[config.mk]
export PLATFORM = sky130hd
export DESIGN_NAME = aals_queue
export DESIGN_NICKNAME = d
export VERILOG_FILES = /design/src/design/aals_pkg.sv /design/src/design/aals_queue.sv
export SDC_FILE = /design/constraint.sdc
export NUM_CORES = 1
export LEC_CHECK = 0
export BUFFER_PORTS_ARGS = -buffer_cell sky130_fd_sc_hd__buf_2
export CORE_MARGIN = 1.5
export CORE_UTILIZATION = 52
export DETAILED_ROUTE_END_ITERATION = 16
export PLACE_DENSITY = 0.79
export REMOVE_ABC_BUFFERS = 1
export SYNTH_ARGS = -nofsm -noshare
export SYNTH_HDL_FRONTEND = slang
export SYNTH_SLANG_ARGS = --single-unit
[constraint.sdc]
create_clock -name clk -period 14.8 [get_ports clk]
set_input_delay 1.48 -clock clk [delete_from_list [all_inputs] [get_ports clk]]
set_output_delay 1.48 -clock clk [all_outputs]
set_load 0.02 [all_outputs]
[src/design/aals_pkg.sv]
`timescale 1ns / 1ps
`default_nettype none
// Shared types and constants for the anti-aliased line strip set-up block.
package aals_pkg;

  localparam int OFS_W  = 18;
  localparam int QDEPTH = 2;
  localparam int QPTR_W = (QDEPTH > 1) ? $clog2(QDEPTH) : 1;
  localparam int QCNT_W = $clog2(QDEPTH + 1);

  localparam logic [11:0] K_TENTH    = 12'd410;
  localparam logic [11:0] K_SIXTENTH = 12'd2458;
  localparam logic [11:0] K_DIAG     = 12'd2896;
  localparam logic [14:0] CAP_OFS    = 15'd2458;

  typedef enum logic [1:0] {
    CFG_BLEND    = 2'd0,
    CFG_BG_RED   = 2'd1,
    CFG_BG_GREEN = 2'd2,
    CFG_BG_BLUE  = 2'd3
  } cfg_idx_t;

  typedef struct packed {
    logic       blend;
    logic [7:0] bg_red_or_alpha;
    logic [7:0] bg_green;
    logic [7:0] bg_blue;
  } cfg_t;

  typedef struct packed {
    logic signed [15:0]      x1;
    logic signed [15:0]      y1;
    logic signed [15:0]      x2;
    logic signed [15:0]      y2;
    logic signed [OFS_W-1:0] tx;
    logic signed [OFS_W-1:0] ty;
    logic signed [OFS_W-1:0] rx;
    logic signed [OFS_W-1:0] ry;
    logic signed [OFS_W-1:0] cx;
    logic signed [OFS_W-1:0] cy;
    logic [7:0]              er;
    logic [7:0]              eg;
    logic [7:0]              eb;
    logic [7:0]              ea;
    logic [7:0]              cr;
    logic [7:0]              cg;
    logic [7:0]              cb;
    logic [7:0]              ca;
    logic                    short_body;
    logic                    caps;
  } item_t;

endpackage
`default_nettype wire

[src/design/aals_queue.sv]
`timescale 1ns / 1ps
`default_nettype none
// Short queue of set-up lines between front and back.
module aals_queue (
  input  wire              clk,
  input  wire              rst_n,
  input  wire              push,
  input  aals_pkg::item_t  item_in,
  output logic             full,
  input  wire              pop,
  output aals_pkg::item_t  item_out,
  output logic             empty
);

  aals_pkg::item_t                 mem_r [aals_pkg::QDEPTH];
  logic [aals_pkg::QPTR_W-1:0]     wptr_r, rptr_r;
  logic [aals_pkg::QCNT_W-1:0]     cnt_r;

  assign full     = (cnt_r == aals_pkg::QCNT_W'(aals_pkg::QDEPTH));
  assign empty    = (cnt_r == '0);
  assign item_out = mem_r[rptr_r];

  always_ff @(posedge clk) begin
    if (push) begin
      mem_r[wptr_r] <= item_in;
    end
  end

  always_ff @(posedge clk) begin
    if (!rst_n) begin
      wptr_r <= '0;
      rptr_r <= '0;
      cnt_r  <= '0;
    end else begin
      if (push) begin
        wptr_r <= (wptr_r == aals_pkg::QPTR_W'(aals_pkg::QDEPTH - 1)) ? '0 : wptr_r + 1'b1;
      end
      if (pop) begin
        rptr_r <= (rptr_r == aals_pkg::QPTR_W'(aals_pkg::QDEPTH - 1)) ? '0 : rptr_r + 1'b1;
      end
      if (push && !pop) begin
        cnt_r <= cnt_r + 1'b1;
      end else if (pop && !push) begin
        cnt_r <= cnt_r - 1'b1;
      end
    end
  end

endmodule
`default_nettype wire

==> out/qor.yml <==
worst_hold_path:
  holdCritStartpoint: "cnt_r[1]$_SDFFE_PN0P_"
  hold_end: "cnt_r[1]$_SDFFE_PN0P_"
  min_path_cells: 2
  min_path_type: "reg2reg"
floorplan:
  die_h_um: 186
  dieArea_mm2: 0.0347
  io_pins: 482
  num_rows: 66
  initial_core_util_pct: 53.3
  core_mm2: 0.0328
  die_w_um: 186
detailed_routing:
  postRouteAntennaNets: 0
  drcViolationCount: 0
  num_vias: 8958
  first_iter_violations: 718
  dr.pass1.iters: 4
  wl_per_cell_um: 20.0
  vias_per_cell: 5.08
  routed_wl_um: 35200
critical_path:
  cp.required_ns: 13.32
  reg2regPathDepth: 3
  arrival_ns: 3.48
  critical_path_class: "reg2out"
  cpMostUsedCell: "buf_4"
  critPathLaunchType: "flip-flop"
  reg2reg_slack_ns: 11.63
  crit_path_top_delay_cell: "buf_4"
  critPathMaxFanout: 74
  cp_top_family: "buffers and inverters"
  r2r-end: "mem_r[1][47]$_DFFE_PP_"
  rr_startpoint: "wptr_r$_SDFFE_PN0P_"
  max_stage_delay_ns: 0.88
  crit_path_end_kind: "output port"
  crit_buf_inv: 3
  crit_chain: "buf_4 -> buf_4 -> mux2_2 -> buf_2"
pwr:
  vdd.ir_drop.worst_v: 0.000128
  power_density_mw_per_mm2: 140
  power_mw: 3.03
  p_leak_nw: 8.10
cts:
  postCtsHoldBufs: 0
  cts.htree.levels: 2
  clkTransAtPathRegs_ns: 0.06
  cts-root-buf: "clkbuf_16"
  cts_tree: "yes"
  ctsLongestPathBuffers: 3
  cts_sinks: 481
  clk_latency_ns: 0.52
  cts_resized: 0
  cts_setup_buffers: 0
  cts_buffers: 47
run_status:
  status: "finished clean"
synth:
  syn_area_mm2: 0.0175
  synth.area.top_cells: "edfxtp_1 82%, mux2_2 15%, buf_6 1.6%"
  synth_seq_cells: 481
  synth_flop_cell: "edfxtp_1"
  avgSynthCellArea_um2: 22.9
  netlist-cell-type-count: 17
  async_reset_ff_share_pct: 0
  ys_seq_area_share_pct: 82.3
  synth_top_area_share_pct: 81.8
  synthCells: 762
  netlist_top_cells_count: "476 x edfxtp_1, 238 x mux2_2, 25 x buf_6"
  yosysWarnings: 0
  yosys.area.top_type: "edfxtp_1"
  synth_enable_flop_cells: 476
  synth_most_common_cell: "edfxtp_1"
sta:
  timing.final.hold_violations: 0
  rsz0062_at_grt: "no"
  maxSlewViolCount: 0
  tightestPinTransition_ns: 1.10
  max-slew-margin-rel_pct: 26.6
  skew_ns: 0.0107
  finalCritPeriodShare_pct: 33.5
  fmax_mhz: 202
  worst_slack_ns: 9.84
  setup_viol: 0
  fin_crit_ns: 4.96
  timing.setup.tns_ns: 0
finish:
  multi_input_area_mm2: 0.00281
  syn2layout_area_growth_pct: 24.1
  nets: 1519
  num-fill-cells: 2241
  drive_above_1_share_pct: 60.4
  seq_area_mm2: 0.0144
  fin_util_pct: 66.2
  design_area_mm2: 0.0217
run:
  drv_cap: 0
global_route:
  grt_pass1_vias: 9327
  overflow: 0
  grt_usage_pct: 19.7
  grt_pass1_wl_um: 52100
  antenna_found_initial: 8
  grt_start_max_net_pins: 82
place:
  port_buffers: 481
  place_hpwl_um: 24000
  dpl_cell_area_mm2: 0.0202
  gp_congestion: 0.834
  pre_cts_ws_ns: 10.39
-- worst max path at each step --
stage / start / endpoint / slack (ns) / cells past startpoint
final: flip-flop / item_out[123] / 9.84 / 4
after detailed placement: flip-flop / item_out[123] / 10.39 / 4
after CTS: flip-flop / item_out[123] / 9.81 / 4
after global placement: flip-flop / item_out[79] / 10.38 / 4
after global routing: flip-flop / item_out[123] / 9.64 / 4
after floorplan: push / wptr_r$_SDFFE_PN0P_ / 2.14 / 2
-- metal layers --
layer | GRT usage, % | part of all wire, % | routed length, µm
met4 | 7.13 | 2.9 | 1010
met5 | 0 | 0 | 0
met2 | 36.5 | 54 | 19100
met3 | 5.36 | 7.2 | 2540
met1 | 21.7 | 36 | 12600
-- cell usage in the layout (no fill, tap or decap), types with 2 or more instances in the layout --
cell | synthesis | routed
buf_4 | 0 | 10
clkinv_1 | 0 | 16
and2_1 | 4 | 3
clkinv_2 | 0 | 5
dfxtp_1 | 5 | 4
xor2_1 | 2 | 2
clkbuf_1 | 0 | 9
clkbuf_8 | 0 | 3
clkbuf_16 | 0 | 49
edfxtp_1 | 476 | 476
diode_2 | 0 | 8
buf_2 | 1 | 481
mux2_2 | 238 | 238
-- cells by family after synthesis --
group                      count (synthesis)  synth area share (%)
xor gates and xnor gates                   3                 0.150
AOI/OAI and AO/OA                          3                 0.115
DFF                                      481                  82.3
and+or+nand+nor                            9                 0.322
buffers and inverters                     27                  1.66
adders and majority gates                  1                0.0716
muxes                                    238                  15.3
-- through the flow --
step / std cells / hold WS [ns]
after global routing: 1762 / 0.551
after global placement: 1669 / 0.495
after floorplan: 736 / 0.473
final: 1762 / 0.514
after CTS: 1754 / 0.524
after detailed placement: 1669 / 0.516
-- flip-flops by register name (all words and copies together) (netlist names), named ones only --
register	cells
rptr_r	1
cnt_r	2
mem_r	476
wptr_r	1
-- cell type report --
| class | instances | area share (%) |
|---|---|---|
| clock buffer | 61 | 6.00 |
| antenna | 8 | 0.0923 |
| sequential | 481 | 66.4 |
| timing repair buffer | 491 | 11.4 |
| inverter | 1 | 0.0173 |
| tap | 442 | 2.55 |
| multi-input combinational | 254 | 12.9 |
| clock inverter | 24 | 0.606 |
-- power by group --
part | internal (mW) | total (mW) | switching, mW | leakage [nW]
clock | 0.633 | 1.09 | 0.455 | 0.699
combinational | 0.139 | 0.350 | 0.211 | 2.90
sequential | 1.58 | 1.60 | 0.0196 | 4.51
total | 2.35 | 3.03 | 0.686 | 8.10
-- worst register-to-register path, delay by kind of cell, from the launching register on --
kind          cells  cell delay [ns]
flops             1             0.39
buf+inv           2             1.66
simple gates      1             0.65
Note: power is estimated with default switching activity, not from simulation.
