--- src/design/aals_pkg.sv ---
`timescale 1ns / 1ps
`default_nettype none
// Shared types and constants for the anti-aliased line strip set-up block.
package aals_pkg;

  localparam int OFS_W  = 18;
  localparam int QDEPTH = 2;
  localparam int QPTR_W = (QDEPTH > 1) ? $clog2(QDEPTH) : 1;
  localparam int QCNT_W = $clog2(QDEPTH + 1);

  localparam logic [11:0] K_TENTH    = 12'd410;
  localparam logic [11:0] K_SIXTENTH = 12'd2458;
  localparam logic [11:0] K_DIAG     = 12'd2896;
  localparam logic [14:0] CAP_OFS    = 15'd2458;

  typedef enum logic [1:0] {
    CFG_BLEND    = 2'd0,
    CFG_BG_RED   = 2'd1,
    CFG_BG_GREEN = 2'd2,
    CFG_BG_BLUE  = 2'd3
  } cfg_idx_t;

  typedef struct packed {
    logic       blend;
    logic [7:0] bg_red_or_alpha;
    logic [7:0] bg_green;
    logic [7:0] bg_blue;
  } cfg_t;

  typedef struct packed {
    logic signed [15:0]      x1;
    logic signed [15:0]      y1;
    logic signed [15:0]      x2;
    logic signed [15:0]      y2;
    logic signed [OFS_W-1:0] tx;
    logic signed [OFS_W-1:0] ty;
    logic signed [OFS_W-1:0] rx;
    logic signed [OFS_W-1:0] ry;
    logic signed [OFS_W-1:0] cx;
    logic signed [OFS_W-1:0] cy;
    logic [7:0]              er;
    logic [7:0]              eg;
    logic [7:0]              eb;
    logic [7:0]              ea;
    logic [7:0]              cr;
    logic [7:0]              cg;
    logic [7:0]              cb;
    logic [7:0]              ca;
    logic                    short_body;
    logic                    caps;
  } item_t;

endpackage
`default_nettype wire

--- src/design/aals_front.sv ---
`timescale 1ns / 1ps
`default_nettype none
// Front end: width rules, colours, offset selection and exact normal unit.
module aals_front (
  input  wire                 clk,
  input  wire                 rst_n,
  input  wire                 start,
  output logic                busy,
  input  wire signed [15:0]   in_start_x,
  input  wire signed [15:0]   in_start_y,
  input  wire signed [15:0]   in_end_x,
  input  wire signed [15:0]   in_end_y,
  input  wire [7:0]           in_line_width,
  input  wire [7:0]           in_line_red,
  input  wire [7:0]           in_line_green,
  input  wire [7:0]           in_line_blue,
  input  aals_pkg::cfg_t      cfg,
  output logic                push,
  output aals_pkg::item_t     item,
  input  wire                 full
);

  typedef enum logic [3:0] {
    S_IDLE, S_CLS, S_OCT, S_OFS, S_SQX, S_SQY, S_ROOT, S_MUL, S_DIV, S_PUSH
  } state_t;

  typedef enum logic [2:0] {
    OCT_FLAT, OCT_RISE, OCT_STEEP, OCT_FALL, OCT_NONE
  } oct_t;

  localparam int OW = aals_pkg::OFS_W;

  state_t                state_r;
  oct_t                  oct_r;
  aals_pkg::item_t       item_r;
  logic [7:0]            lw_r, lr_r, lg_r, lb_r;
  logic [14:0]           t_r;
  logic [12:0]           rr_r;
  logic signed [16:0]    dx_r, nx_r;
  logic                  vert_r;
  logic [14:0]           t10_r, td_r, r6_r, rd_r;
  logic [49:0]           v_r, res_r, bit_r;
  logic [32:0]           acc_r;
  logic [24:0]           lq_r;
  logic [2:0]            op_r;
  logic [3:0]            dcnt_r;
  logic [24:0]           rem_r;
  logic [15:0]           nlo_r, quo_r;
  logic                  neg_r;

  logic [3:0]            ip, q;
  logic [14:0]           q15, t_nxt;
  logic [12:0]           q13, r_nxt;
  logic [8:0]            q9, boost, sr, sg, sb;
  logic [11:0]           athin;
  logic [7:0]            br, bgc, bb, acore;
  logic signed [16:0]    dx_nxt, nx_nxt;
  logic                  axis_nxt, wide_nxt;
  logic signed [17:0]    ax, ay;
  logic signed [33:0]    dd, lo, hi;
  oct_t                  oct_nxt;
  logic [24:0]           m_t10, m_td, m_r6, m_rd;
  logic [14:0]           ts;
  logic [15:0]           anx, any;
  logic [49:0]           trial_s;
  logic                  ge_s;
  logic [49:0]           res_nxt;
  logic [14:0]           kmul;
  logic signed [16:0]    nsel;
  logic [15:0]           nmag;
  logic [30:0]           prod;
  logic [39:0]           num;
  logic [25:0]           trial_d;
  logic                  ge_d;
  logic [25:0]           rem_d;
  logic [15:0]           quo_nxt;
  logic signed [OW-1:0]  qval;

  function automatic logic signed [OW-1:0] ext(input logic [14:0] v);
    ext = $signed({{(OW-15){1'b0}}, v});
  endfunction

  assign busy = (state_r != S_IDLE);
  assign push = (state_r == S_PUSH) && !full;
  assign item = item_r;

  always_comb begin
    ip  = lw_r[7:4];
    q   = lw_r[3:0];
    q15 = 15'(q);
    q13 = 13'(q);
    unique case (ip)
      4'd0:    t_nxt = 15'd205;
      4'd1:    t_nxt = 15'd205 + 15'd84 * q15;
      4'd2:    t_nxt = 15'd1556 + 15'd148 * q15;
      4'd3:    t_nxt = 15'd3932 + 15'd123 * q15;
      4'd4:    t_nxt = 15'd5898 + 15'd118 * q15;
      4'd5:    t_nxt = 15'd7782 + 15'd154 * q15;
      default: t_nxt = {lw_r, 7'd0} - 15'd2048;
    endcase
    unique case (ip)
      4'd0:    r_nxt = 13'd1966 + 13'd82 * q13;
      4'd1:    r_nxt = 13'd3146 + 13'd80 * q13;
      default: r_nxt = 13'd4424;
    endcase
    q9    = 9'(q);
    boost = 9'd224 - 9'd14 * q9;
    sr    = 9'(lr_r) + boost;
    sg    = 9'(lg_r) + boost;
    sb    = 9'(lb_r) + boost;
    athin = 12'(cfg.bg_red_or_alpha) * 12'(q) + 12'd8;
    if (ip == 4'd0 && !cfg.blend) begin
      br  = sr[8] ? 8'd255 : sr[7:0];
      bgc = sg[8] ? 8'd255 : sg[7:0];
      bb  = sb[8] ? 8'd255 : sb[7:0];
    end else begin
      br  = lr_r;
      bgc = lg_r;
      bb  = lb_r;
    end
    acore    = (ip == 4'd0) ? athin[11:4] : cfg.bg_red_or_alpha;
    dx_nxt   = 17'(item_r.x2) - 17'(item_r.x1);
    nx_nxt   = 17'(item_r.y1) - 17'(item_r.y2);
    axis_nxt = (item_r.x1 == item_r.x2) || (item_r.y1 == item_r.y2);
    wide_nxt = !axis_nxt && (lw_r >= 8'd48);

    ax = (dx_r < 0) ? -18'(dx_r) : 18'(dx_r);
    ay = (dx_r < 0) ? 18'(nx_r) : -18'(nx_r);
    dd = 34'(ay) * 34'sd10000;
    lo = 34'(ax) * 34'sd4142;
    hi = 34'(ax) * 34'sd24142;
    priority if (dd > -lo && dd <= lo)      oct_nxt = OCT_FLAT;
    else if (dd > lo && dd <= hi)           oct_nxt = OCT_RISE;
    else if (dd > hi || dd <= -hi)          oct_nxt = OCT_STEEP;
    else if (dd > -hi && dd < -lo)          oct_nxt = OCT_FALL;
    else                                    oct_nxt = OCT_NONE;
    m_t10 = 25'(t_r) * 25'(aals_pkg::K_TENTH) + 25'd2048;
    m_td  = 25'(t_r) * 25'(aals_pkg::K_DIAG) + 25'd2048;
    m_r6  = 25'(rr_r) * 25'(aals_pkg::K_SIXTENTH) + 25'd2048;
    m_rd  = 25'(rr_r) * 25'(aals_pkg::K_DIAG) + 25'd2048;

    if (lw_r > 8'd0 && lw_r < 8'd16) ts = {t_r[11:0], 3'd0};
    else if (lw_r == 8'd16)          ts = 15'(t_r * 15'd10);
    else                             ts = t_r;

    anx     = (nx_r < 0) ? 16'(-nx_r) : 16'(nx_r);
    any     = (dx_r < 0) ? 16'(-dx_r) : 16'(dx_r);
    trial_s = res_r + bit_r;
    ge_s    = (v_r >= trial_s);
    res_nxt = ge_s ? ((res_r >> 1) + bit_r) : (res_r >> 1);

    if (op_r < 3'd2)      kmul = t_r;
    else if (op_r < 3'd4) kmul = 15'(rr_r);
    else                  kmul = aals_pkg::CAP_OFS;
    nsel = (op_r == 3'd0 || op_r == 3'd2 || op_r == 3'd5) ? nx_r : dx_r;
    nmag = (nsel < 0) ? 16'(-nsel) : 16'(nsel);
    prod = 31'(kmul) * 31'(nmag);
    num  = {1'b0, prod, 8'd0} + 40'(lq_r >> 1);

    trial_d = {rem_r, nlo_r[15]};
    ge_d    = (trial_d >= 26'(lq_r));
    rem_d   = ge_d ? (trial_d - 26'(lq_r)) : trial_d;
    quo_nxt = {quo_r[14:0], ge_d};
    qval    = neg_r ? -$signed({{(OW-16){1'b0}}, quo_nxt})
                    : $signed({{(OW-16){1'b0}}, quo_nxt});
  end

  always_ff @(posedge clk) begin
    if (!rst_n) begin
      state_r <= S_IDLE;
    end else begin
      unique case (state_r)
        S_IDLE: begin
          if (start) begin
            item_r.x1 <= in_start_x;
            item_r.y1 <= in_start_y;
            item_r.x2 <= in_end_x;
            item_r.y2 <= in_end_y;
            lw_r      <= in_line_width;
            lr_r      <= in_line_red;
            lg_r      <= in_line_green;
            lb_r      <= in_line_blue;
            state_r   <= S_CLS;
          end
        end
        S_CLS: begin
          t_r    <= t_nxt;
          rr_r   <= r_nxt;
          dx_r   <= dx_nxt;
          nx_r   <= nx_nxt;
          vert_r <= (item_r.x1 == item_r.x2);
          item_r.short_body <= axis_nxt && (lw_r <= 8'd16);
          item_r.caps       <= (lw_r >= 8'd48);
          item_r.cr <= br;
          item_r.cg <= bgc;
          item_r.cb <= bb;
          if (cfg.blend) begin
            item_r.er <= br;
            item_r.eg <= bgc;
            item_r.eb <= bb;
            item_r.ea <= 8'd0;
            item_r.ca <= acore;
          end else begin
            item_r.er <= cfg.bg_red_or_alpha;
            item_r.eg <= cfg.bg_green;
            item_r.eb <= cfg.bg_blue;
            item_r.ea <= 8'd255;
            item_r.ca <= 8'd255;
          end
          item_r.cx <= '0;
          item_r.cy <= '0;
          if (axis_nxt) begin
            oct_r <= OCT_NONE;
          end
          state_r <= wide_nxt ? S_SQX : S_OCT;
        end
        S_OCT: begin
          oct_r   <= oct_nxt;
          t10_r   <= 15'(m_t10[24:12]);
          td_r    <= 15'(m_td[24:12]);
          r6_r    <= 15'(m_r6[24:12]);
          rd_r    <= 15'(m_rd[24:12]);
          state_r <= S_OFS;
        end
        S_OFS: begin
          if (item_r.short_body || (item_r.x1 == item_r.x2)
              || (item_r.y1 == item_r.y2)) begin
            item_r.tx <= vert_r ? ext(ts) : '0;
            item_r.rx <= vert_r ? ext(15'(rr_r)) : '0;
            item_r.ty <= vert_r ? '0 : ext(ts);
            item_r.ry <= vert_r ? '0 : ext(15'(rr_r));
          end else begin
            unique case (oct_r)
              OCT_FLAT: begin
                item_r.tx <= ext(t10_r);
                item_r.ty <= ext(t_r);
                item_r.rx <= ext(r6_r);
                item_r.ry <= ext(15'(rr_r));
              end
              OCT_RISE: begin
                item_r.tx <= -ext(td_r);
                item_r.ty <= ext(td_r);
                item_r.rx <= -ext(rd_r);
                item_r.ry <= ext(rd_r);
              end
              OCT_STEEP: begin
                item_r.tx <= ext(t_r);
                item_r.ty <= ext(t10_r);
                item_r.rx <= ext(15'(rr_r));
                item_r.ry <= ext(r6_r);
              end
              OCT_FALL: begin
                item_r.tx <= ext(td_r);
                item_r.ty <= ext(td_r);
                item_r.rx <= ext(rd_r);
                item_r.ry <= ext(rd_r);
              end
              default: begin
                item_r.tx <= '0;
                item_r.ty <= '0;
                item_r.rx <= '0;
                item_r.ry <= '0;
              end
            endcase
          end
          state_r <= S_PUSH;
        end
        S_SQX: begin
          acc_r   <= 33'(32'(anx) * 32'(anx));
          state_r <= S_SQY;
        end
        S_SQY: begin
          v_r     <= {1'b0, acc_r + 33'(32'(any) * 32'(any)), 16'd0};
          res_r   <= '0;
          bit_r   <= 50'd1 << 48;
          state_r <= S_ROOT;
        end
        S_ROOT: begin
          if (ge_s) begin
            v_r <= v_r - trial_s;
          end
          res_r <= res_nxt;
          bit_r <= bit_r >> 2;
          if (bit_r[0]) begin
            lq_r    <= (res_nxt[24:0] == '0) ? 25'd1 : res_nxt[24:0];
            op_r    <= '0;
            state_r <= S_MUL;
          end
        end
        S_MUL: begin
          rem_r   <= num[39:15] >> 1;
          nlo_r   <= num[15:0];
          quo_r   <= '0;
          neg_r   <= (nsel < 0) ^ (op_r == 3'd4);
          dcnt_r  <= '0;
          state_r <= S_DIV;
        end
        S_DIV: begin
          rem_r  <= rem_d[24:0];
          nlo_r  <= {nlo_r[14:0], 1'b0};
          quo_r  <= quo_nxt;
          dcnt_r <= dcnt_r + 4'd1;
          if (dcnt_r == 4'd15) begin
            unique case (op_r)
              3'd0:    item_r.tx <= qval;
              3'd1:    item_r.ty <= qval;
              3'd2:    item_r.rx <= qval;
              3'd3:    item_r.ry <= qval;
              3'd4:    item_r.cx <= qval;
              default: item_r.cy <= qval;
            endcase
            op_r    <= op_r + 3'd1;
            state_r <= (op_r == 3'd5) ? S_PUSH : S_MUL;
          end
        end
        S_PUSH: begin
          if (!full) begin
            state_r <= S_IDLE;
          end
        end
        default: state_r <= S_IDLE;
      endcase
    end
  end

endmodule
`default_nettype wire

--- config.mk ---
export PLATFORM = sky130hd
export DESIGN_NAME = aals_front
export DESIGN_NICKNAME = d
export VERILOG_FILES = /design/src/design/aals_pkg.sv /design/src/design/aals_front.sv
export SDC_FILE = /design/constraint.sdc
export NUM_CORES = 2
export LEC_CHECK = 0
export BUFFER_PORTS_ARGS = -buffer_cell sky130_fd_sc_hd__buf_2
export CAP_MARGIN = 5
export CORE_UTILIZATION = 40
export CTS_CLUSTER_SIZE = 14
export DETAILED_ROUTE_END_ITERATION = 7
export GPL_ROUTABILITY_DRIVEN = 0
export SETUP_SLACK_MARGIN = 0.4
export SLEW_MARGIN = 20
export SYNTH_ARGS = -nofsm -noshare
export SYNTH_HDL_FRONTEND = slang
export SYNTH_SLANG_ARGS = --single-unit
export TNS_END_PERCENT = 50
--- constraint.sdc ---
create_clock -name clk -period 16 [get_ports clk]
set_input_delay 3.2 -clock clk [delete_from_list [all_inputs] [get_ports clk]]
set_output_delay 3.2 -clock clk [all_outputs]
set_load 0.005 [all_outputs]
==> results.py <==
metrics = {
    "outcome": {
        "outcome": "finished, final reports clean",
    },
    "cells_and_area": {
        "multi_input_area_mm2": 0.0629,
        "layout-drive-gt1-share_pct": 7.28,
        "final_cell_mix": "inv_1, ha_1, fa_1",
        "nFillCells": 20900,
        "syn_to_final_growth_pct": 9.27,
        "fin_nets": 12000,
        "final_common_cell": "inv_1",
        "seq_area_mm2": 0.0188,
    },
    "clock_network": {
        "clock-sinks": 629,
        "cts_tree": "yes",
        "cts.path.max_buffers": 3,
        "clockRootBuffer": "clkbuf_16",
        "htreeDepth": 3,
        "cts_buffers": 80,
        "clk_latency_ps": 750,
        "cts_hold_buf": 0,
        "cts.repair.resized": 0,
        "cts_setup_buffers": 0,
        "clk_pin_slew_worst_paths_ps": 70,
    },
    "drt": {
        "drc": 0,
        "dr.pass1.iters": 6,
        "drtAntennaViolNets": 0,
        "wirelength_um": 255000,
        "wl_per_cell_um": 20.2,
        "viasPerCell": 5.45,
        "dr.first_iter.drc_count": 5198,
        "num_vias": 69000,
    },
    "place": {
        "place_hpwl_um": 210000,
        "io_buffers": 364,
        "dp_slack_ps": 4590,
    },
    "sta": {
        "drv_slew": 0,
        "post-route-min-period_ps": 11610,
        "finalWorstSetupSlack_ps": 4390,
        "max_freq_mhz": 86.1,
        "rsz0062_at_grt": "false",
        "worst-slew-pin-transition_ps": 1240,
        "whs_ps": 509,
        "relSlewSlack_pct": 16.5,
        "tns_ps": 0,
        "skew_ps": 48.9,
        "finalHoldViolCount": 0,
        "fin_crit_sh_pct": 72.6,
        "setup_violations": 0,
    },
    "yosys": {
        "ys_types": 105,
        "synth_flop_cell": "edfxtp_1",
        "synth_edf_count": 625,
        "avgSynthCellArea_um2": 9.41,
        "syn_area_mm2": 0.0882,
        "ys_async_sr_fraction_pct": 0,
        "yosys_warnings": 0,
        "ys_ff_latch": 629,
        "yosysSeqAreaShare_pct": 21.4,
        "syn-instance-count": 9374,
    },
    "critical_path": {
        "r2r.worst_path.cells": 37,
        "slowest_delay_ps": 990,
        "crit_slowest_cell": "edfxtp_1",
        "crit_type": "flip-flop to flip-flop",
        "endpoint_kind": "flip-flop",
        "worstPathMaxFanout": 25,
        "crit_path_frequent_cell": "fa_1",
        "cp.arrival_ps": 12060,
        "cp-start-kind": "flip-flop",
        "reg2reg_slack_ps": 4390,
        "cp.required_ps": 16450,
        "critical_path.endpoint": "rem_r[21]$_DFFE_PP_",
        "r2r-end": "rem_r[21]$_DFFE_PP_",
        "crit_start": "op_r[1]$_SDFFCE_PN0P_",
        "reg2reg_from": "op_r[1]$_SDFFCE_PN0P_",
    },
    "global_route": {
        "track_usage_pct": 22.9,
        "antenna_found_initial": 11,
        "grt_overflow": 0,
        "grt_max_degree": 77,
        "first_global_vias": 70200,
        "grt_pass1_wl_um": 400000,
    },
    "floorplanning": {
        "num_io_pins": 365,
        "dieArea_mm2": 0.222,
        "core_mm2": 0.218,
        "row_count": 171,
        "fp.dieW_um": 472,
        "initial_core_util_pct": 40.4,
        "die_h_um": 472,
    },
    "worst_hold_path": {
        "hp-class": "flip-flop to flip-flop",
    },
    "job": {
        "cap_violations": 0,
    },
}
-- final cells by class --
class / count / area share, %
Clock inverter: 52 / 0.654
Multi-Input combinational cell: 7011 / 65.3
Tap cell: 2854 / 3.71
Antenna cell: 3 / 0.00779
Sequential cell: 629 / 19.6
Timing Repair Buffer: 455 / 2.60
Inverter: 1551 / 6.04
Clock buffer: 96 / 2.14
-- per-layer routing --
| metal | global-route usage [%] | routed length (um) |
|---|---|---|
| met1 | 31.2 | 114000 |
| met2 | 37.0 | 116000 |
| met3 | 3.12 | 16000 |
| met4 | 8.06 | 9480 |
| met5 | 0 | 80 |
-- how the worst min path moves through the flow --
stage,start,to,slack [ps],cells past startpoint
final,nlo_r[1]$_DFFE_PP_,nlo_r[2]$_DFFE_PP_,510,2
after global routing,nlo_r[1]$_DFFE_PP_,nlo_r[2]$_DFFE_PP_,520,2
after CTS,nlo_r[1]$_DFFE_PP_,nlo_r[2]$_DFFE_PP_,500,2
after detailed placement,nlo_r[7]$_DFFE_PP_,nlo_r[8]$_DFFE_PP_,510,2
after global placement,nlo_r[1]$_DFFE_PP_,nlo_r[2]$_DFFE_PP_,500,2
after floorplan,nlo_r[7]$_DFFE_PP_,nlo_r[8]$_DFFE_PP_,480,2
-- logic make-up after synthesis --
kind of cell,after synthesis,synth area share [%]
xor gates and xnor gates,728,7.25
AOI/OAI and AO/OA,1662,12.2
buffers and inverters,1770,7.57
adders and majority gates,2149,38.1
DFF,629,21.4
and+or+nand+nor,2325,12.2
muxes,109,1.31
other,2,0.00852
-- cell usage after synthesis (103+ instances only) --
cell type	n	share of area, %
nor3_1	128	0.73
o21ai_0	322	1.8
nand3_1	139	0.79
clkbuf_1	189	0.80
ha_1	1258	18
xor2_1	299	3.0
fa_1	891	20
nand2_1	708	3.0
and2_1	103	0.73
inv_1	1536	6.5
a21oi_1	453	2.6
edfxtp_1	625	21
a21o_1	186	1.6
nor2_1	732	3.1
xnor2_1	427	4.2
-- stage by stage --
stage	util, %	cell area (um^2)	instances
floorplan	-	88300	9410
CTS	44.2	96300	12600
global placement	43.0	93700	12500
global route	44.2	96400	12600
finish	44.2	96400	12700
detailed placement	43.0	93700	12500
-- sequential cells by signal, indices dropped and copies added, names as in the netlist, 12 cells and up --
| name | count |
|---|---|
| acc_r | 31 |
| v_r | 50 |
| bit_r | 25 |
| t_r | 15 |
| res_r | 50 |
| lq_r | 25 |
| quo_r | 15 |
| t10_r | 13 |
| rem_r | 25 |
| item | 231 |
| nlo_r | 16 |
| r6_r | 13 |
| rd_r | 13 |
| td_r | 13 |
| dx_r | 17 |
| nx_r | 17 |
| rr_r | 12 |
-- worst max-delay path: cells and delay by family (launching register included) --
family	cells	cell delay, ps
adders and majority gates	10	4350
AOI/OAI and AO/OA	11	2500
xor gates and xnor gates	2	660
DFF	1	990
and+or+nand+nor	8	1830
buffers and inverters	6	960
Power is left out: the tool's default activity adds up to more than one toggle a clock period on the data nets, which glitch-free logic cannot reach.
