--- src/design/aals_pkg.sv ---
`timescale 1ns / 1ps
`default_nettype none
// Shared types and constants for the anti-aliased line strip set-up block.
package aals_pkg;

  localparam int OFS_W  = 18;
  localparam int QDEPTH = 2;
  localparam int QPTR_W = (QDEPTH > 1) ? $clog2(QDEPTH) : 1;
  localparam int QCNT_W = $clog2(QDEPTH + 1);

  localparam logic [11:0] K_TENTH    = 12'd410;
  localparam logic [11:0] K_SIXTENTH = 12'd2458;
  localparam logic [11:0] K_DIAG     = 12'd2896;
  localparam logic [14:0] CAP_OFS    = 15'd2458;

  typedef enum logic [1:0] {
    CFG_BLEND    = 2'd0,
    CFG_BG_RED   = 2'd1,
    CFG_BG_GREEN = 2'd2,
    CFG_BG_BLUE  = 2'd3
  } cfg_idx_t;

  typedef struct packed {
    logic       blend;
    logic [7:0] bg_red_or_alpha;
    logic [7:0] bg_green;
    logic [7:0] bg_blue;
  } cfg_t;

  typedef struct packed {
    logic signed [15:0]      x1;
    logic signed [15:0]      y1;
    logic signed [15:0]      x2;
    logic signed [15:0]      y2;
    logic signed [OFS_W-1:0] tx;
    logic signed [OFS_W-1:0] ty;
    logic signed [OFS_W-1:0] rx;
    logic signed [OFS_W-1:0] ry;
    logic signed [OFS_W-1:0] cx;
    logic signed [OFS_W-1:0] cy;
    logic [7:0]              er;
    logic [7:0]              eg;
    logic [7:0]              eb;
    logic [7:0]              ea;
    logic [7:0]              cr;
    logic [7:0]              cg;
    logic [7:0]              cb;
    logic [7:0]              ca;
    logic                    short_body;
    logic                    caps;
  } item_t;

endpackage
`default_nettype wire

--- src/design/aals_back.sv ---
`timescale 1ns / 1ps
`default_nettype none
// Back end: walks one queued line and emits its strip vertices, one a cycle.
module aals_back (
  input  wire                clk,
  input  wire                rst_n,
  input  aals_pkg::item_t    item,
  input  wire                empty,
  output logic               pop,
  output logic               out_valid,
  output logic signed [15:0] out_vertex_x,
  output logic signed [15:0] out_vertex_y,
  output logic [7:0]         out_red,
  output logic [7:0]         out_green,
  output logic [7:0]         out_blue,
  output logic [7:0]         out_alpha,
  output logic [1:0]         out_strip_id,
  output logic               out_strip_end,
  output logic               out_last
);

  typedef enum logic [1:0] {SG_ZERO, SG_POS, SG_NEG} sgn_t;

  localparam int OW = aals_pkg::OFS_W;

  logic [3:0]          k_r;
  logic                valid_r;
  logic signed [15:0]  vx_r, vy_r;
  logic [7:0]          r_r, g_r, b_r, a_r;
  logic [1:0]          sid_r;
  logic                send_r, last_r;

  logic [3:0]          nbody, total, j;
  logic                in_cap, e2, core, send, lst;
  logic [1:0]          sid;
  sgn_t                st, sr, sc;
  logic signed [15:0]  bx, by, vx, vy;

  function automatic logic signed [19:0] pick(input sgn_t s, input logic signed [OW-1:0] v);
    unique case (s)
      SG_POS:  pick = 20'(v);
      SG_NEG:  pick = -20'(v);
      default: pick = '0;
    endcase
  endfunction

  function automatic logic signed [15:0] place(input logic signed [15:0] base,
                                               input logic signed [19:0] ofs);
    logic signed [25:0] v;
    logic signed [17:0] s;
    v = $signed({{2{base[15]}}, base, 8'd0}) + 26'(ofs) + 26'sd128;
    s = 18'(v >>> 8);
    if (s > 18'sd32767)       place = 16'sh7fff;
    else if (s < -18'sd32768) place = 16'sh8000;
    else                      place = s[15:0];
  endfunction

  always_comb begin
    nbody  = item.short_body ? 4'd6 : 4'd8;
    total  = nbody + (item.caps ? 4'd8 : 4'd0);
    in_cap = (k_r >= nbody);
    j      = k_r - nbody;
    sc     = SG_ZERO;
    if (!in_cap) begin
      e2   = k_r[0];
      sid  = 2'd0;
      send = (k_r == nbody - 4'd1);
      core = (k_r[2:1] == 2'd1) || (k_r[2:1] == 2'd2);
      unique case (k_r[2:1])
        2'd0:    begin st = SG_NEG; sr = SG_NEG;  end
        2'd1:    begin st = SG_NEG; sr = SG_ZERO; end
        2'd2:    begin st = SG_POS; sr = SG_ZERO; end
        default: begin st = SG_POS; sr = SG_POS;  end
      endcase
    end else begin
      e2   = j[2];
      sid  = j[2] ? 2'd2 : 2'd1;
      send = (j[1:0] == 2'd3);
      core = j[1];
      unique case (j[1:0])
        2'd0:    begin st = SG_ZERO; sr = SG_NEG; sc = j[2] ? SG_NEG : SG_POS; end
        2'd1:    begin st = SG_ZERO; sr = SG_POS; sc = j[2] ? SG_NEG : SG_POS; end
        2'd2:    begin st = SG_NEG;  sr = SG_NEG; end
        default: begin st = SG_POS;  sr = SG_POS; end
      endcase
    end
    lst = (k_r == total - 4'd1);
    bx  = e2 ? item.x2 : item.x1;
    by  = e2 ? item.y2 : item.y1;
    vx  = place(bx, pick(st, item.tx) + pick(sr, item.rx) + pick(sc, item.cx));
    vy  = place(by, pick(st, item.ty) + pick(sr, item.ry) + pick(sc, item.cy));
  end

  assign pop           = !empty && lst;
  assign out_valid     = valid_r;
  assign out_vertex_x  = vx_r;
  assign out_vertex_y  = vy_r;
  assign out_red       = r_r;
  assign out_green     = g_r;
  assign out_blue      = b_r;
  assign out_alpha     = a_r;
  assign out_strip_id  = sid_r;
  assign out_strip_end = send_r;
  assign out_last      = last_r;

  always_ff @(posedge clk) begin
    vx_r   <= vx;
    vy_r   <= vy;
    r_r    <= core ? item.cr : item.er;
    g_r    <= core ? item.cg : item.eg;
    b_r    <= core ? item.cb : item.eb;
    a_r    <= core ? item.ca : item.ea;
    sid_r  <= sid;
    send_r <= send;
    last_r <= lst;
  end

  always_ff @(posedge clk) begin
    if (!rst_n) begin
      k_r     <= '0;
      valid_r <= 1'b0;
    end else begin
      valid_r <= !empty;
      if (!empty) begin
        k_r <= lst ? 4'd0 : k_r + 4'd1;
      end
    end
  end

endmodule
`default_nettype wire

--- config.mk ---
export PLATFORM = sky130hd
export DESIGN_NAME = aals_back
export DESIGN_NICKNAME = d
export VERILOG_FILES = /design/src/design/aals_pkg.sv /design/src/design/aals_back.sv
export SDC_FILE = /design/constraint.sdc
export NUM_CORES = 1
export LEC_CHECK = 0
export BUFFER_PORTS_ARGS = -buffer_cell sky130_fd_sc_hd__buf_4
export CELL_PAD_IN_SITES_DETAIL_PLACEMENT = 0
export CELL_PAD_IN_SITES_GLOBAL_PLACEMENT = 1
export CORE_MARGIN = 5
export CORE_UTILIZATION = 38
export DETAILED_ROUTE_END_ITERATION = 8
export GPL_TIMING_DRIVEN = 1
export HOLD_SLACK_MARGIN = 0.05
export PLACE_DENSITY = 0.92
export SYNTH_ARGS = -nofsm -noshare
export SYNTH_HDL_FRONTEND = slang
export SYNTH_SLANG_ARGS = --single-unit
--- constraint.sdc ---
create_clock -name clk -period 10.5 [get_ports clk]
set_clock_uncertainty 0.15 [all_clocks]
set_input_delay 2.1 -clock clk [delete_from_list [all_inputs] [get_ports clk]]
set_output_delay 2.1 -clock clk [all_outputs]
set_load 0.005 [all_outputs]
==> summary.md, run 1 <==
| Metric | Value |
|---|---|
| Max-Cap Viols | `0` |
| H-tree depth | `3` |
| Avg Inst Size Synth | `7.442 um2` |
| DR vias/cell | `5.478` |
| Tot GR Track Use | `0.2255` |
| Wirelength per Cell | `around 18 um` |
| Global-route wire length before repair | `53.39 mm` |
| HPWL Detailed | `30.01 mm` |
| Vias in the first global route | `10.09k` |
| Setup tns final | `0 ns` |
| Startpoint types | `input port` |
| RR Endpoint | `out_vertex_x[2]` |
| Crit-path max cell delay | `~0.5 ns` |
| Clock latency on the worst-skew pair | `0.32 ns` |
| Crit Path Class | `input port to register` |
| WHS | `0.4180 ns` |
| Yosys reg bits | `73` |
| Port Buf Inserts | `310` |
| Ys flop type | `dfxtp_1` |
| Mapped cell area | `0.009995 mm2` |
| Core Rows | `59` |
| DR iter-0 viols | `552` |
| RSZ-0062 raised after global routing | `false` |
| Power Density | `193.4 mW/mm2` |
| Die Ht | `172.2 um` |
| Global placer's final weighted congestion | `0.9243` |
| Reg2reg start | `k_r[1]` |
| Most instantiated cells after synthesis | `136 x nor2_1, 129 x nand2_1, 109 x o21ai_0, 100 x a21oi_1, 96 x inv_1` |
| Tmin final | `9.797 ns` |
| Maximum vdd drop | `around 0.00012 V` |
| # fillers | `2585` |
| Worst-margin pin slew | `1.042 ns` |
| Reg-to-reg slack, setup | `roughly 2.1 ns` |
| Critical Path RT | `10.52 ns` |
| Period utilization | `0.9331` |
| Clock-pin slew on the worst setup and hold paths | `0.06 ns` |
| Io pins | `311` |
| Yosys warns | `0` |
| HP Start | `k_r[2]` |
| Area grow syn2layout | `31.16%` |
| Post-synth EDFFs | `0` |
| Leading post-synthesis cells by cell area | `dfxtp_1 15%, ha_1 10%, fa_1 7.6%, mux2_2 7.2%, o21ai_0 5.5%` |
| CP dominant cell by count | `ha_1` |
| # diodes | `0` |
| Setup crit end kind | `register` |
| Post-synth ARST share | `0` |
| Sink Count | `73` |
| Root Buffer | `clkbuf_16` |
| DIE AREA | `0.02964 mm2` |
| Crit path max fanout | `13` |
| Routed WL | `approximately 35 mm` |
| DP Area | `0.01274 mm2` |
| Final setup fails | `0` |
| Most common cell in the netlist | `nor2_1` |
| Starting Density | `0.3846` |
| DRC viols | `0` |
| Worst hold stages | `2` |
| Remaining Overflow, GRT | `0` |
| CTS Buf Count | `9` |
| Outcome | `finished, final reports clean` |
| Post-Syn Instances | `around 1.3k` |
| Detail Route Antenna Nets | `0` |
| Syn_nets | `1705` |
| CP Data Arrival Time | `~9.8 ns` |
| Reg2reg path depth | `33` |
| Initial DRT Pass Iterations | `5` |
| CTS tree | `built` |
| Final design instance area without fill | `0.01311 mm2` |
| CP max stage cell | `fa_1` |
| P_leak | `6.094 nW` |
| Via count | `10.84k` |
| Die Span X | `172.2 um` |
| Normalized max-slew margin | `0.3040` |
| Synth top area share | `0.1462` |
| Final Net Count | `2001` |
| Netlist cell types | `75` |
| Hold-fix buffers, CTS | `0` |
| Leading area contributor after synthesis | `dfxtp_1` |
| Seq/Total Area, Yosys | `0.1462` |
| Max-slew violations | `0` |
| Hold Path Class | `register to register` |
| End of the worst hold path | `k_r[2]` |
| Clk buf depth | `2` |
| Final Hold Fails | `0` |
| Initial antenna violation count | `1` |
| Pin count of the biggest net entering global routing | `40` |
| Core Area | `0.02598 mm2` |
| Share of post-route cells with drive strength above 1 | `0.2798` |
| Highest clock rate | `102.1 MHz` |
## cells by family after synthesis
logic type               Yosys count  synth area share
AO/OA/AOI/OAI                    373            0.2350
XOR/XNOR                          57           0.05208
adder cells (fa/ha/maj)          137            0.1973
buffers and inverters            146           0.05596
flip-flops                        73            0.1462
multiplexers                      69           0.07712
AND/OR/NAND/NOR                  488            0.2364
## critical path, delay by kind of cell
| family | cells | cell delay, ns |
|---|---|---|
| AOI/OAI and AO/OA | 14 | 3.31 |
| adders and majority gates | 5 | 1.74 |
| and+or+nand+nor | 7 | 1.38 |
| buffers and inverters | 6 | 1.12 |
| xor gates and xnor gates | 1 | 0.15 |
## metrics by stage
step	utilization	setup slack, ns	cells	power (mW)
3_5_place_dp	0.4903	0.2326	1963	2.164
3_3_place_gp	0.4903	0.4603	1963	2.120
6_report	0.5045	0.7030	1979	2.535
2_1_floorplan	-	0.9004	1343	1.643
5_1_grt	0.5045	0.1138	1979	2.767
4_1_cts	0.5036	0.5611	1979	2.528
## metal layers
metal	GRT usage	vias up	wire, um
li1	-	5367	-
met1	0.3030	4986	15040
met2	0.3764	437	16300
met3	0.03384	48	2868
met4	0.06596	2	935
met5	0	-	13
## state kept, by name (all words and copies together), names as in the netlist
| signal | cells |
|---|---|
| out_blue | 8 |
| out_last | 1 |
| out_alpha | 8 |
| out_red | 8 |
| out_valid | 1 |
| k_r | 4 |
| out_vertex_y | 16 |
| out_green | 8 |
| out_vertex_x | 16 |
| out_strip_id | 2 |
| out_strip_end | 1 |
## layout make-up
cell class,instances,area (um2),area share
Clock buffer,10,229.0,0.01747
Clock inverter,6,115.1,0.008781
Inverter,98,367.9,0.02806
Multi-Input combinational cell,1124,8016,0.6115
Sequential cell,73,1461,0.1115
Tap cell,335,419.2,0.03197
Timing Repair Buffer,333,2500,0.1907
## report_power, final
part           leakage (nW)  switching (mW)  internal [mW]
Combinational          5.32           0.949          0.828
Sequential            0.614          0.0261          0.376
Clock                 0.163           0.122          0.234
## worst max path at each step
stage	endpoint	startpoint	cells past startpoint	slack [ns]
2_1_floorplan	out_vertex_y[0]	item[1]	32	0.90
3_3_place_gp	out_vertex_y[1]	item[1]	31	0.46
3_5_place_dp	out_vertex_y[7]	item[1]	30	0.23
4_1_cts	out_vertex_y[7]	item[1]	30	0.56
5_1_grt	out_vertex_x[4]	item[1]	33	0.11
6_report	out_vertex_x[2]	item[1]	33	0.70
## timing repair
action | CTS | global route
setup endpoints to repair | 0 | 23
buffers inserted | 0 | 0
resized for setup | 0 | 4
## layout by cell type (no fill, tap or decap), types with 20 or more instances in the layout
cell type | synthesis | layout
a21o_1 | 32 | 32
buf_4 | 0 | 333
nand2_1 | 129 | 129
inv_1 | 96 | 96
nor2_1 | 136 | 136
a21oi_1 | 100 | 99
fa_1 | 38 | 38
nand3_1 | 28 | 28
xor2_1 | 20 | 20
mux2_2 | 64 | 64
ha_1 | 83 | 83
nand2b_1 | 36 | 36
nor3_1 | 57 | 57
xnor2_1 | 35 | 35
dfxtp_1 | 73 | 73
or3_1 | 21 | 21
o21ai_0 | 109 | 109
Power figures use the tool's default switching activity.
==> run 2, diff against run 1 <==
==> config.mk (replaced) <==
export PLATFORM = sky130hd
export DESIGN_NAME = aals_back
export DESIGN_NICKNAME = d
export VERILOG_FILES = /design/src/design/aals_pkg.sv /design/src/design/aals_back.sv
export SDC_FILE = /design/constraint.sdc
export NUM_CORES = 1
export LEC_CHECK = 0
export BUFFER_PORTS_ARGS = -buffer_cell sky130_fd_sc_hd__buf_4
export CORE_MARGIN = 5
export CORE_UTILIZATION = 45
export DETAILED_ROUTE_END_ITERATION = 8
export GPL_ROUTABILITY_DRIVEN = 0
export GPL_TIMING_DRIVEN = 1
export HOLD_SLACK_MARGIN = 0.05
export PLACE_DENSITY = 0.81
export SYNTH_ARGS = -nofsm -noshare
export SYNTH_HDL_FRONTEND = slang
export SYNTH_SLANG_ARGS = --single-unit
==> summary.md, run 2 (same netlist as run 1, synthesis figures left out) <==
| Metric | Value |
|---|---|
| Outcome | `finished, final reports clean` |
| Tmin final | `9.927 ns` |
| CP Capture Point | `out_vertex_y[1]` |
| Final setup fails | `0` |
| CTS Buf Count | `9` |
| Crit path max fanout | `39` |
| Post_cts resized | `0` |
| Global-route wire length before repair | `~53 mm` |
| Root Buffer | `clkbuf_16` |
| Normalized max-slew margin | `0.2679` |
| Detail Route Antenna Nets | `0` |
| Reg2reg start | `k_r[1]` |
| CP dominant cell by count | `a21o_1` |
| Startpoint types | `input port` |
| Die Ht | `159.0 um` |
| Crit Path Class | `input port to register` |
| Core Area | `0.02182 mm2` |
| Share of post-route cells with drive strength above 1 | `0.2791` |
| Vias in the first global route | `10.32k` |
| Period utilization | `0.9455` |
| Clk buf depth | `2` |
| Routed WL | `~34 mm` |
| WP buf/inv | `3` |
| HPWL Detailed | `approximately 28 mm` |
| Die Span X | `159.0 um` |
| Setup crit end kind | `register` |
| Clock latency on the worst-skew pair | `0.32 ns` |
| Postcts setup bufs | `0` |
| Tot GR Track Use | `0.2463` |
| Critical path origin | `item[1]` |
| Wirelength per Cell | `17.51 um` |
| Initial DRT Pass Iterations | `5` |
| RR Endpoint | `out_vertex_y[1]` |
| H-tree depth | `3` |
| Reg2reg path depth | `32` |
| Area grow syn2layout | `30.10%` |
| Max-Cap Viols | `0` |
| Final Hold Fails | `0` |
| Pin count of the biggest net entering global routing | `40` |
| Final Net Count | `around 2.0k` |
| Power Density | `193.5 mW/mm2` |
| CTS tree | `built` |
| Core Rows | `between 50 and 60` |
| Port Buf Inserts | `310` |
| CP Depth | `32` |
| DIE AREA | `roughly 0.025 mm2` |
| DRC viols | `0` |
| Maximum vdd drop | `0.0001085 V` |
| Reg-to-reg slack, setup | `1.97 ns` |
| DR iter-0 viols | `794` |
| P_leak | `6.078 nW` |
| Commonest non-fill, non-tap cell in the layout | `buf_4` |
| CP Data Arrival Time | `9.99 ns` |
| Remaining Overflow, GRT | `0` |
| Via count | `approximately 11k` |
| CP top delay family | `compound AO/OA/AOI/OAI gates` |
| Final design instance area without fill | `0.01300 mm2` |
| CP max stage cell | `or4b_1` |
| Setup tns final | `0 ns` |
| Max-slew violations | `0` |
| DP Area | `approximately 0.013 mm2` |
| Clock-pin slew on the worst setup and hold paths | `0.07 ns` |
| Crit-path max cell delay | `~0.53 ns` |
| Critical Path RT | `10.56 ns` |
| Hold-fix buffers, CTS | `0` |
| Highest clock rate | `100.7 MHz` |
| Sink Count | `73` |
| Starting Density | `0.4580` |
| Leading cell types in the layout, fill and taps excluded | `329 x buf_4, 136 x nor2_1, 129 x nand2_1` |
| Hold Path Class | `register to register` |
| Io pins | `311` |
| RSZ-0062 raised after global routing | `false` |
| Initial antenna violation count | `1` |
| DR vias/cell | `5.708` |
| Worst-margin pin slew | `around 1.1 ns` |
[run 2: worst min-delay path, stage by stage (launching register included)]
cell and delay [ns]:
dfxtp_1 0.36, o21ai_0 0.09, a21boi_0 0.07
[run 2: report_power, final]
group | total, mW | internal [mW] | switching (mW)
sequential | 0.403 | 0.376 | 0.0269
clock | 0.334 | 0.210 | 0.124
combinational | 1.78 | 0.830 | 0.948
[run 2: stage by stage]
step / power, mW / hold WS [ns] / cells / util / setup slack [ns]
global route: 2.726 / 0.4580 / 1922 / 0.5958 / 0.04583
CTS: 2.499 / 0.4150 / 1921 / 0.5945 / 0.4916
finish: 2.516 / 0.4175 / 1922 / 0.5958 / 0.5727
global placement: 2.094 / 0.3837 / 1905 / 0.5796 / 0.4359
detailed placement: 2.152 / 0.4053 / 1905 / 0.5796 / 0.1606
floorplan: 1.643 / 0.3508 / 1343 / - / 0.9004
[run 2: layout make-up]
cell class,instances,area [um2]
fillers,2009,8821
multi-input cells,1124,8010
repair buffers,330,2481
flip-flops and latches,73,1461
inverters,98,371.6
well taps,280,350.3
clock buffers,9,225.2
clock inverters,7,100.1
diodes,1,2.502
[run 2: worst min path at each step]
stage          startpoint  endpoint  slack, ns  depth (start not counted)
2_1_floorplan      k_r[2]    k_r[2]       0.35                          2
3_3_place_gp       k_r[2]    k_r[2]       0.38                          2
3_5_place_dp       k_r[2]    k_r[2]       0.41                          2
4_1_cts            k_r[2]    k_r[2]       0.42                          2
5_1_grt            k_r[3]    k_r[3]       0.46                          2
6_report           k_r[3]    k_r[3]       0.42                          2
[run 2: per-layer routing]
metal | global-route usage | wire length, um | vias to the layer above
met4 | 0.07290 | 882 | 0
met2 | 0.4144 | 15880 | 536
met3 | 0.04323 | 2730 | 55
met5 | 0 | 0 | -
li1 | - | - | 5375
met1 | 0.3235 | 14160 | 5004
==> run 3, diff against run 2 <==
--- a/config.mk
+++ b/config.mk
@@ -12,7 +12,7 @@
 export GPL_ROUTABILITY_DRIVEN = 0
 export GPL_TIMING_DRIVEN = 1
 export HOLD_SLACK_MARGIN = 0.05
-export PLACE_DENSITY = 0.81
+export PLACE_DENSITY = 0.83
 export SYNTH_ARGS = -nofsm -noshare
 export SYNTH_HDL_FRONTEND = slang
 export SYNTH_SLANG_ARGS = --single-unit
==> constraint.sdc (replaced) <==
create_clock -name clk -period 8.7 [get_ports clk]
set_clock_uncertainty 0.15 [all_clocks]
set_input_delay 1.74 -clock clk [delete_from_list [all_inputs] [get_ports clk]]
set_output_delay 1.74 -clock clk [all_outputs]
set_load 0.005 [all_outputs]
==> summary.md, run 3 (same netlist as run 1, synthesis figures left out) <==
| Metric | Value |
|---|---|
| CP dominant cell by count | `buf_4` |
| Register area | `roughly 0.0015 mm2` |
| H-tree depth | `3` |
| Sw frac | `0.4308` |
| Routed WL | `34.60 mm` |
| Area grow syn2layout | `34.99%` |
| Core Area | `0.02182 mm2` |
| CTS tree | `built` |
| Crit-path max cell delay | `around 0.5 ns` |
| DR vias/cell | `about 5.7` |
| Share of power burned in registers | `0.153` |
| Vias in the first global route | `between 10k and 15k` |
| Final Net Count | `2053` |
| Worst-margin pin slew | `1.043 ns` |
| Critical Path RT | `about 8.8 ns` |
| Normalized max-slew margin | `0.3034` |
| # diodes | `0` |
| Pin count of the biggest net entering global routing | `33` |
| Io pins | `approximately 310` |
| Max-Cap Viols | `0` |
| Tot GR Track Use | `0.2556` |
| DRC viols | `0` |
| Clk buf depth | `2` |
| Leading cell types in the layout, fill and taps excluded | `382 x buf_4, 136 x nor2_1, 128 x nand2_1` |
| Initial antenna violation count | `0` |
| Power after layout | `3.169 mW` |
| Remaining Overflow, GRT | `0` |
| WHS | `0.4152 ns` |
| Global-route wire length before repair | `54.38 mm` |
| Starting Density | `0.4580` |
| CP Data Arrival Time | `8.47 ns` |
| HPWL Detailed | `just under 30 mm` |
| Highest clock rate | `about 120 MHz` |
| Share of post-route cells with drive strength above 1 | `0.3131` |
| # fillers | `1939` |
| Max-slew violations | `0` |
| Detail Route Antenna Nets | `0` |
| Hold Path Class | `register to register` |
| Internal Power | `1.803 mW` |
| Wirelength per Cell | `17.51 um` |
| Tmin final | `8.372 ns` |
| Root Buffer | `clkbuf_16` |
| Core Rows | `54` |
| Via count | `between 10k and 15k` |
| Post-Route Utilization | `0.6182` |
| Sw power | `1.365 mW` |
| Clock-pin slew on the worst setup and hold paths | `0.06 ns` |
| Port Buf Inserts | `310` |
| Footprint of the multi-input gates | `0.008103 mm2` |
| P_leak | `6.343 nW` |
| Period utilization | `0.9623` |
| Setup Slack @ Placement | `-0.2645 ns` |
| Final setup fails | `0` |
| Clock latency on the worst-skew pair | `0.32 ns` |
| Final Hold Fails | `0` |
| Outcome | `finished, final reports clean` |
| Die Ht | `159.0 um` |
| Die Span X | `159.0 um` |
| Power Density | `~230 mW/mm2` |
| DR iter-0 viols | `958` |
| Setup crit end kind | `register` |
| Startpoint types | `input port` |
| Setup WS post-layout | `0.3283 ns` |
| Commonest non-fill, non-tap cell in the layout | `buf_4` |
| CP max stage cell | `fa_1` |
| Sink Count | `73` |
| Comb power frac | `0.736` |
| Clk pwr share | `0.111` |
| CTS Buf Count | `9` |
| Crit Path Class | `input port to register` |
| DIE AREA | `between 0.02 and 0.03 mm2` |
| Crit path max fanout | `17` |
| Initial DRT Pass Iterations | `6` |
| Hold-fix buffers, CTS | `0` |
| Maximum vdd drop | `roughly 0.00013 V` |
| Setup tns final | `0 ns` |
run 3: routing by layer:
metal	GRT usage	vias up	part of all wire
met4	0.08608	0	0.033
met1	0.3336	5197	0.42
met2	0.4317	566	0.47
met5	0	-	0
met3	0.03935	57	0.079
li1	-	5498	-
run 3: worst paths after layout:
path	startpoint	endpoint	slack, ns	depth (start not counted)
hold / removal	k_r[2]	k_r[2]	0.42	2
setup reg to reg	k_r[1]	out_vertex_x[0]	1.31	34
setup / recovery	item[1]	out_vertex_x[0]	0.33	34
hold reg to reg	k_r[2]	k_r[2]	0.42	2
run 3: cell type report:
type | count | area share
timing repair buffer | 385 | 0.2164
clock inverter | 6 | 0.003710
tap | 280 | 0.02597
inverter | 98 | 0.02736
sequential | 73 | 0.1083
clock buffer | 10 | 0.01771
multi-input combinational | 1124 | 0.6006
run 3: repair_timing:
| item | in CTS | in global routing |
|---|---|---|
| setup buffers | 0 | 3 |
| setup endpoints to repair | 0 | 30 |
| gates resized for setup | 0 | 22 |
| hold endpoints to repair | 0 | 0 |
run 3: metrics by stage:
stage,instance area (um2),cells
3_3_place_gp,13080,1957
2_1_floorplan,10040,1343
6_report,13490,1976
4_1_cts,13370,1973
5_1_grt,13490,1976
3_5_place_dp,13080,1957
run 3: power by group through the flow:
stage	clock, mW	combinational [mW]	sequential [mW]
floorplan	0	1.50	0.500
global placement	0	2.15	0.491
global route	0.379	2.57	0.494
detailed placement	0	2.24	0.493
CTS	0.366	2.25	0.486
finish	0.353	2.33	0.485
run 3: critical path: cells and delay by family:
kind	cells	cell delay, ns
compound gates	13	2.76
fa+ha+maj	5	1.50
simple gates	8	1.35
buf+inv	7	0.96
xor+xnor	1	0.14
